$ cat config.mk
export PLATFORM = sky130hd
export DESIGN_NAME = indexed_sequence_store_core
export DESIGN_NICKNAME = d
export VERILOG_FILES = /design/src/design/iss_pkg.sv /design/src/design/iss_ram.sv /design/src/design/indexed_sequence_store_core.sv
export VERILOG_INCLUDE_DIRS = /design/src /design/src/design
export SDC_FILE = /design/constraint.sdc
export NUM_CORES = 2
export LEC_CHECK = 0
export ABC_CLOCK_PERIOD_IN_PS = 5100
export BUFFER_PORTS_ARGS = -buffer_cell sky130_fd_sc_hd__buf_2
export CELL_PAD_IN_SITES_DETAIL_PLACEMENT = 2
export CELL_PAD_IN_SITES_GLOBAL_PLACEMENT = 2
export CORE_ASPECT_RATIO = 0.7
export CORE_MARGIN = 2
export CORE_UTILIZATION = 43
export DETAILED_ROUTE_END_ITERATION = 10
export GPL_TIMING_DRIVEN = 0
export HOLD_SLACK_MARGIN = 0.1
export PLACE_DENSITY_LB_ADDON = 0.1
export SETUP_SLACK_MARGIN = 0.4
export SLEW_MARGIN = 10
export SYNTH_ARGS = -nofsm -noshare
export SYNTH_HDL_FRONTEND = slang
export SYNTH_SLANG_ARGS = --single-unit
$ cat constraint.sdc
create_clock -name clk_i -period 5.1 [get_ports clk_i]
set_input_delay 0.765 -clock clk_i [delete_from_list [all_inputs] [get_ports clk_i]]
set_output_delay 0.765 -clock clk_i [all_outputs]
set_load 0.03 [all_outputs]
$ cat src/design/indexed_sequence_store_core_assert.svh
// ----------------------------------------------------------------------------
// indexed_sequence_store_core assertion macros
// Concurrent assertion shorthands clocked on clk_i, reset on rst_ni.
// ----------------------------------------------------------------------------
`ifndef INDEXED_SEQUENCE_STORE_CORE_ASSERT_SVH
`define INDEXED_SEQUENCE_STORE_CORE_ASSERT_SVH

// Plain property, checked outside reset.
`define ISSC_ASSERT(lbl, prop, msg) \
  lbl: assert property (@(posedge clk_i) disable iff (!rst_ni) (prop)) else $error(msg);

// Same-cycle implication, checked outside reset.
`define ISSC_ASSERT_IMP(lbl, ante, cons, msg) \
  lbl: assert property (@(posedge clk_i) disable iff (!rst_ni) (ante) |-> (cons)) \
    else $error(msg);

`endif

$ cat src/design/iss_pkg.sv
// ----------------------------------------------------------------------------
// iss_pkg
// Shared types and constants for the indexed sequence store.
// ----------------------------------------------------------------------------
package iss_pkg;

  localparam int unsigned CAPACITY_DEF = 64;
  localparam int unsigned DATA_W       = 32;
  localparam int unsigned POS_W        = 7;

  typedef enum logic [1:0] {
    ACT_INSERT = 2'd0,
    ACT_REMOVE = 2'd1,
    ACT_READ   = 2'd2,
    ACT_WRITE  = 2'd3
  } action_e;

  typedef enum logic [1:0] {
    STS_DONE  = 2'd0,
    STS_RANGE = 2'd1,
    STS_FULL  = 2'd2
  } status_e;

  typedef struct packed {
    action_e                  action;
    logic [POS_W-1:0]         position;
    logic signed [DATA_W-1:0] value;
  } req_t;

  typedef struct packed {
    status_e                  status;
    logic signed [DATA_W-1:0] data_out;
    logic [POS_W-1:0]         count;
  } rsp_t;

endpackage

$ cat src/design/iss_ram.sv
// ----------------------------------------------------------------------------
// iss_ram
// Generic simple dual-port RAM: one write port, one read port, registered read.
// ----------------------------------------------------------------------------
module iss_ram #(
  parameter int unsigned WIDTH = 32,
  parameter int unsigned DEPTH = 64,
  localparam int unsigned AW   = (DEPTH > 1) ? $clog2(DEPTH) : 1
) (
  input  logic             clk_i,
  input  logic             we_i,
  input  logic [AW-1:0]    waddr_i,
  input  logic [WIDTH-1:0] wdata_i,
  input  logic             re_i,
  input  logic [AW-1:0]    raddr_i,
  output logic [WIDTH-1:0] rdata_o
);

  logic [WIDTH-1:0] mem_q [DEPTH];
  logic [WIDTH-1:0] rdata_q;

  always_ff @(posedge clk_i) begin
    if (we_i) begin
      mem_q[waddr_i] <= wdata_i;
    end
    if (re_i) begin
      rdata_q <= mem_q[raddr_i];
    end
  end

  assign rdata_o = rdata_q;

endmodule

$ cat src/design/indexed_sequence_store_core.sv
// ----------------------------------------------------------------------------
// indexed_sequence_store_core
// Ordered sequence of up to CAPACITY signed 32-bit values with indexed
// insert, remove, read and overwrite.
// ----------------------------------------------------------------------------
// A request is taken when start is high and busy is low; its single result
// appears on res_o for exactly one cycle with done_o high and cannot be held
// off, so the receiver must take it in that cycle. With n the element count
// and p the position: overwrite and any rejected request give their result
// the cycle after the transfer and never raise busy; a read goes through the
// RAM read register and ST_FIN; a remove reads p to n-1 in ST_REM_SHIFT, then
// ST_FIN; an insert shifts n-1 down to p up in ST_INS_SHIFT, skipped if p is n,
// then writes in ST_INS_PUT. The element RAM has one read and one write port,
// so the shift moves one entry per cycle through the read register, stepped
// by a single shared address counter. busy is low again in the cycle the
// result is shown, so a new request may be taken alongside it. The element
// RAM has no reset: only entries below the count are ever read.
// ----------------------------------------------------------------------------
`include "indexed_sequence_store_core_assert.svh"

module indexed_sequence_store_core #(
  parameter int unsigned CAPACITY = iss_pkg::CAPACITY_DEF
) (
  input  logic          clk_i,
  input  logic          rst_ni,
  input  logic          start,
  input  iss_pkg::req_t req_i,
  output logic          busy,
  output logic          done_o,
  output iss_pkg::rsp_t res_o
);

  localparam int unsigned AW = (CAPACITY > 1) ? $clog2(CAPACITY) : 1;
  localparam int unsigned CW = $clog2(CAPACITY + 1);
  localparam int unsigned PW = (CW > iss_pkg::POS_W) ? CW : iss_pkg::POS_W;
  localparam int unsigned DW = iss_pkg::DATA_W;

  typedef enum logic [2:0] {
    ST_IDLE,
    ST_INS_SHIFT,
    ST_INS_PUT,
    ST_REM_SHIFT,
    ST_FIN
  } state_e;

  // low 7 bits of a count, for the result field
  function automatic logic [iss_pkg::POS_W-1:0] count7(logic [CW-1:0] c);
    logic [CW+iss_pkg::POS_W-1:0] e;
    e = {{iss_pkg::POS_W{1'b0}}, c};
    return e[iss_pkg::POS_W-1:0];
  endfunction

  state_e          state_q, state_d;
  logic [CW-1:0]   cnt_q, cnt_d;     // element count
  logic [CW-1:0]   cur_q, cur_d;     // shift cursor
  logic [CW-1:0]   pos_q, pos_d;
  logic [DW-1:0]   val_q, val_d;
  logic            pend_q, pend_d;   // read data due to be written back
  logic [AW-1:0]   wa_q, wa_d;       // its target address
  logic [AW-1:0]   ra_q, ra_d;       // last shift read address
  logic            cap_q, cap_d;     // read data is the result value
  logic [DW-1:0]   data_q, data_d;
  logic            dec_q, dec_d;     // finish removes one element
  logic            done_q, done_d;
  iss_pkg::rsp_t   res_q, res_d;

  // shared cursor step unit
  logic            down;
  logic [CW-1:0]   step;

  logic [PW-1:0]   pos_w, cnt_w;

  logic            ram_we, ram_re;
  logic [AW-1:0]   ram_waddr, ram_raddr;
  logic [DW-1:0]   ram_wdata, ram_rdata;

  assign pos_w = PW'(req_i.position);
  assign cnt_w = PW'(cnt_q);
  assign down  = (state_q == ST_INS_SHIFT);
  assign step  = cur_q + (down ? {CW{1'b1}} : CW'(1));

  iss_ram #(
    .WIDTH (DW),
    .DEPTH (CAPACITY)
  ) u_ram (
    .clk_i   (clk_i),
    .we_i    (ram_we),
    .waddr_i (ram_waddr),
    .wdata_i (ram_wdata),
    .re_i    (ram_re),
    .raddr_i (ram_raddr),
    .rdata_o (ram_rdata)
  );

  always_comb begin
    state_d   = state_q;
    cnt_d     = cnt_q;
    cur_d     = cur_q;
    pos_d     = pos_q;
    val_d     = val_q;
    pend_d    = 1'b0;
    wa_d      = wa_q;
    ra_d      = ra_q;
    cap_d     = 1'b0;
    data_d    = cap_q ? ram_rdata : data_q;
    dec_d     = dec_q;
    done_d    = 1'b0;
    res_d     = res_q;
    ram_re    = 1'b0;
    ram_raddr = cur_q[AW-1:0];
    // pending write-back of a shifted entry always has the write port
    ram_we    = pend_q;
    ram_waddr = wa_q;
    ram_wdata = ram_rdata;

    unique case (state_q)
      ST_IDLE: begin
        if (start) begin
          if (req_i.action == iss_pkg::ACT_INSERT) begin
            if (pos_w > cnt_w) begin
              done_d = 1'b1;
              res_d  = '{iss_pkg::STS_RANGE, '0, count7(cnt_q)};
            end else if (cnt_q == CW'(CAPACITY)) begin
              done_d = 1'b1;
              res_d  = '{iss_pkg::STS_FULL, '0, count7(cnt_q)};
            end else begin
              pos_d   = pos_w[CW-1:0];
              val_d   = req_i.value;
              cur_d   = cnt_q;
              state_d = (pos_w == cnt_w) ? ST_INS_PUT : ST_INS_SHIFT;
            end
          end else if (pos_w >= cnt_w) begin
            done_d = 1'b1;
            res_d  = '{iss_pkg::STS_RANGE, '0, count7(cnt_q)};
          end else begin
            unique case (req_i.action)
              iss_pkg::ACT_REMOVE: begin
                pos_d   = pos_w[CW-1:0];
                cur_d   = pos_w[CW-1:0];
                dec_d   = 1'b1;
                state_d = ST_REM_SHIFT;
              end
              iss_pkg::ACT_READ: begin
                ram_re    = 1'b1;
                ram_raddr = pos_w[AW-1:0];
                cap_d     = 1'b1;
                dec_d     = 1'b0;
                state_d   = ST_FIN;
              end
              default: begin
                // overwrite in place
                ram_we    = 1'b1;
                ram_waddr = pos_w[AW-1:0];
                ram_wdata = req_i.value;
                done_d    = 1'b1;
                res_d     = '{iss_pkg::STS_DONE, '0, count7(cnt_q)};
              end
            endcase
          end
        end
      end

      ST_INS_SHIFT: begin
        // move entry cur-1 up to cur
        ram_re    = 1'b1;
        ram_raddr = step[AW-1:0];
        pend_d    = 1'b1;
        wa_d      = cur_q[AW-1:0];
        cur_d     = step;
        if (step == pos_q) begin
          state_d = ST_INS_PUT;
        end
      end

      ST_INS_PUT: begin
        if (!pend_q) begin
          ram_we    = 1'b1;
          ram_waddr = pos_q[AW-1:0];
          ram_wdata = val_q;
          cnt_d     = cnt_q + CW'(1);
          done_d    = 1'b1;
          res_d     = '{iss_pkg::STS_DONE, '0, count7(cnt_q + CW'(1))};
          state_d   = ST_IDLE;
        end
      end

      ST_REM_SHIFT: begin
        // first read is the removed value, the rest move down by one
        ram_re    = 1'b1;
        ram_raddr = cur_q[AW-1:0];
        ra_d      = cur_q[AW-1:0];
        if (cur_q == pos_q) begin
          cap_d = 1'b1;
        end else begin
          pend_d = 1'b1;
          wa_d   = ra_q;
        end
        cur_d = step;
        if (step == cnt_q) begin
          state_d = ST_FIN;
        end
      end

      ST_FIN: begin
        cnt_d   = dec_q ? (cnt_q - CW'(1)) : cnt_q;
        done_d  = 1'b1;
        res_d   = '{iss_pkg::STS_DONE, cap_q ? ram_rdata : data_q, count7(cnt_d)};
        state_d = ST_IDLE;
      end

      default: begin
        state_d = ST_IDLE;
      end
    endcase
  end

  always_ff @(posedge clk_i or negedge rst_ni) begin
    if (!rst_ni) begin
      state_q <= ST_IDLE;
      cnt_q   <= '0;
      cur_q   <= '0;
      pos_q   <= '0;
      val_q   <= '0;
      pend_q  <= 1'b0;
      wa_q    <= '0;
      ra_q    <= '0;
      cap_q   <= 1'b0;
      data_q  <= '0;
      dec_q   <= 1'b0;
      done_q  <= 1'b0;
      res_q   <= '0;
    end else begin
      state_q <= state_d;
      cnt_q   <= cnt_d;
      cur_q   <= cur_d;
      pos_q   <= pos_d;
      val_q   <= val_d;
      pend_q  <= pend_d;
      wa_q    <= wa_d;
      ra_q    <= ra_d;
      cap_q   <= cap_d;
      data_q  <= data_d;
      dec_q   <= dec_d;
      done_q  <= done_d;
      res_q   <= res_d;
    end
  end

  assign busy   = (state_q != ST_IDLE);
  assign done_o = done_q;
  assign res_o  = res_q;

  // checks
  `ISSC_ASSERT(a_cnt_bound, cnt_q <= CW'(CAPACITY), "element count above capacity")
  `ISSC_ASSERT_IMP(a_idle_no_pend, state_q == ST_IDLE, !pend_q, "write-back left pending in idle")
  `ISSC_ASSERT_IMP(a_cap_state, cap_q, state_q == ST_REM_SHIFT || state_q == ST_FIN, "stray capture")
  `ISSC_ASSERT_IMP(a_done_idle, done_q, state_q == ST_IDLE, "result shown while busy")

endmodule
==> results.yml <==
place:
  dp_cells: 8192
  gp_congestion: 0.893
  place_hpwl_um: 247000
  preCtsSetupSlack_ns: -2.68
  port_buffers: 86
  placed_area_sq_mm: 0.0966
sta:
  max_slew_margin: 0.148
  fmax_mhz: 196
  fin_ws_ns: -0.0151
  tightest_slew_ns: 1.28
  fin_skew_ns: 0.0572
  final-hold-violation-count: 0
  min_period_over_period: 1.00
  report.final.slew_viol_count: 0
  setup_viol: 1
  grt_setup_unrepaired: "true"
  period_needed_ns: 5.12
synth:
  synth_area_per_cell_sq_um: 16.9
  synthFlopType: "edfxtp_1"
  syn_nets: 5269
  ys_ff_latch: 2225
  synth_edf_count: 2080
  netlist_area_sq_mm: 0.0879
  synth.distinct_cells: 73
  yosys_warnings: 0
  async_flop_share: 0.0652
  ys_seq_area_frac: 0.751
  syn_inst: 5206
drt:
  drcViolationCount: 0
  drt-initial-drc-count: 8860
  antenna_left: 0
  vias_per_cell: 6.61
  routed_wl_um: 381000
  num_vias: 58300
  avgRoutedWirePerCell_um: 43.3
  firstDrtPassIters: 8
clocking:
  cts_root_buf: "clkbuf_16"
  cts_tree: "done"
  ctsLongestPathBuffers: 4
  clock_sink_count: 2225
  clk_pin_slew_ns: 0.07
  cts.htree.levels: 4
  cts_made_buffers: 219
  clock_latency_ns: 0.92
critical_path:
  critPathCaptureType: "flip-flop"
  arrival_ns: 5.69
  worst-path-max-fanout: 10
  critPathKind: "flip-flop to flip-flop"
  cp.required_ns: 5.68
  start_kind: "flip-flop"
cells_and_area:
  final_cell_mix: "edfxtp_1 (2080), mux2i_1 (552), nand2_1 (455), o22ai_1 (284), clkbuf_16 (223)"
  layout_commonest_cell: "edfxtp_1"
  fin_cells: 8817
  syn_to_final_growth_pct: 23.2
  nNetsFinal: 5961
  design_area_sq_mm: 0.108
  drive_gt1_frac: 0.255
floorplanning:
  die_h_um: 382
  core_sq_mm: 0.203
  start_util: 0.434
  design.portCount: 87
  fp.dieW_um: 545
  dieArea_sq_mm: 0.208
  rows: 138
grt:
  grt_max_degree: 100
  grt_pass1_vias: 59100
  antenna_found_initial: 42
  track_usage: 0.357
  overflow: 0
  grt_first_pass_wirelength_um: 509000
worst_hold_path:
  min_path_type: "input pin to flip-flop"
flow_run:
  drv_cap: 0
outcome:
  violations: "setup timing"
  outcome: "finished, violations left"
[Yosys cell counts, drive strengths merged (15+ instances only)]
cell,count,area share
nand3,103,0.0059
a32oi,17,0.0017
ha,18,0.0026
inv,45,0.0019
mux2i,553,0.063
buf,188,0.012
nor3,46,0.0027
a21oi,86,0.0049
a22o,53,0.0053
mux4,151,0.039
dfrtp,145,0.041
a31oi,56,0.0040
o21ai,190,0.011
o2111ai,28,0.0028
clkbuf,128,0.0055
o22ai,284,0.020
mux2,88,0.011
edfxtp,2080,0.71
and3,53,0.0038
and4,20,0.0020
a211oi,22,0.0019
nand4,31,0.0022
or3,15,0.0011
xnor2,25,0.0025
nand2,465,0.020
nor2,145,0.0063
a221oi,45,0.0046
[critical path, stage by stage (launching register included)]
cell and delay [ns]:
dfrtp_1 0.37, buf_6 0.16, inv_1 0.07, ha_1 0.32, a211o_4 0.38, a21oi_4 0.29, a32oi_4 0.19, clkbuf_1 0.33
clkbuf_1 0.45, and3_1 0.35, a211oi_1 0.44, a31oi_1 0.20, o211ai_1 0.37, o21ai_0 0.21, or4_1 0.67
[metrics by stage]
step	TNS, ns	utilization	hold slack, ns
after CTS	0	0.528	0.105
after detailed placement	-1667.65	0.476	0.474
after global routing	0	0.534	0.135
after floorplan	0	-	0.469
final	-0.0151	0.534	0.150
after global placement	-9129.64	0.454	0.462
[cell families after synthesis]
logic type	count (synthesis)	share of synthesized area
buf+inv	362	0.0190
fa+ha+maj	19	0.00279
xor+xnor	34	0.00339
compound gates	861	0.0640
mux	792	0.113
flops	2225	0.751
simple gates	913	0.0466
[final cells by class]
cell class              count  area (sq um)
clock inverters           132          1290
fillers                 17700         94400
well taps                2730          3420
diodes                     14          35.0
flip-flops and latches   2225         66100
repair inverters            1          8.76
clock buffers             264          5710
multi-input cells        2619         22500
inverters                  46           189
plain buffers             316          2550
repair buffers            470          6500
[flip-flops by register name (all words and copies together), names as in the netlist]
register and flops:
cnt_q 7, cap_q 1, u_ram.mem_q 2048, u_ram.rdata_o 32
pend_q 1, wa_q 6, ra_q 6, done_o 1
state_q 3, data_q 32, dec_q 1, val_q 32
cur_q 7, pos_q 7, res_o 41
[metal layers]
layer  wire length [um]  global-route usage
met2             166000               0.523
met5                199                   0
met1             153000               0.507
met3              44700              0.0954
met4              17800               0.142
[final timing paths]
path / to / depth (start not counted) / slack, ns / start
worst max-delay path: u_ram.rdata_o[29] / 14 / -0.02 / cnt_q[1]
worst max register to register: u_ram.rdata_o[29] / 14 / -0.02 / cnt_q[1]
worst min-delay path: val_q[13] / 2 / 0.15 / req_i[13]
max in group asynchronous: val_q[12] / 3 / 3.79 / rst_ni
min in group asynchronous: ra_q[2] / 2 / 0.41 / rst_ni
worst min register to register: res_o[4] / 2 / 0.48 / res_o[4]
[what timing repair did]
action | CTS | global route
cloned | 0 | 2
hold endpoints to repair | 47 | 0
buffers inserted | 165 | 46
pin swaps | 80 | 39
hold buffers | 2 | 0
resized for setup | 509 | 232
endpoints found under the setup margin | 2394 | 2159
Power is not shown: default switching activity piles up to over one toggle a cycle in this logic, so the estimate is an artifact.
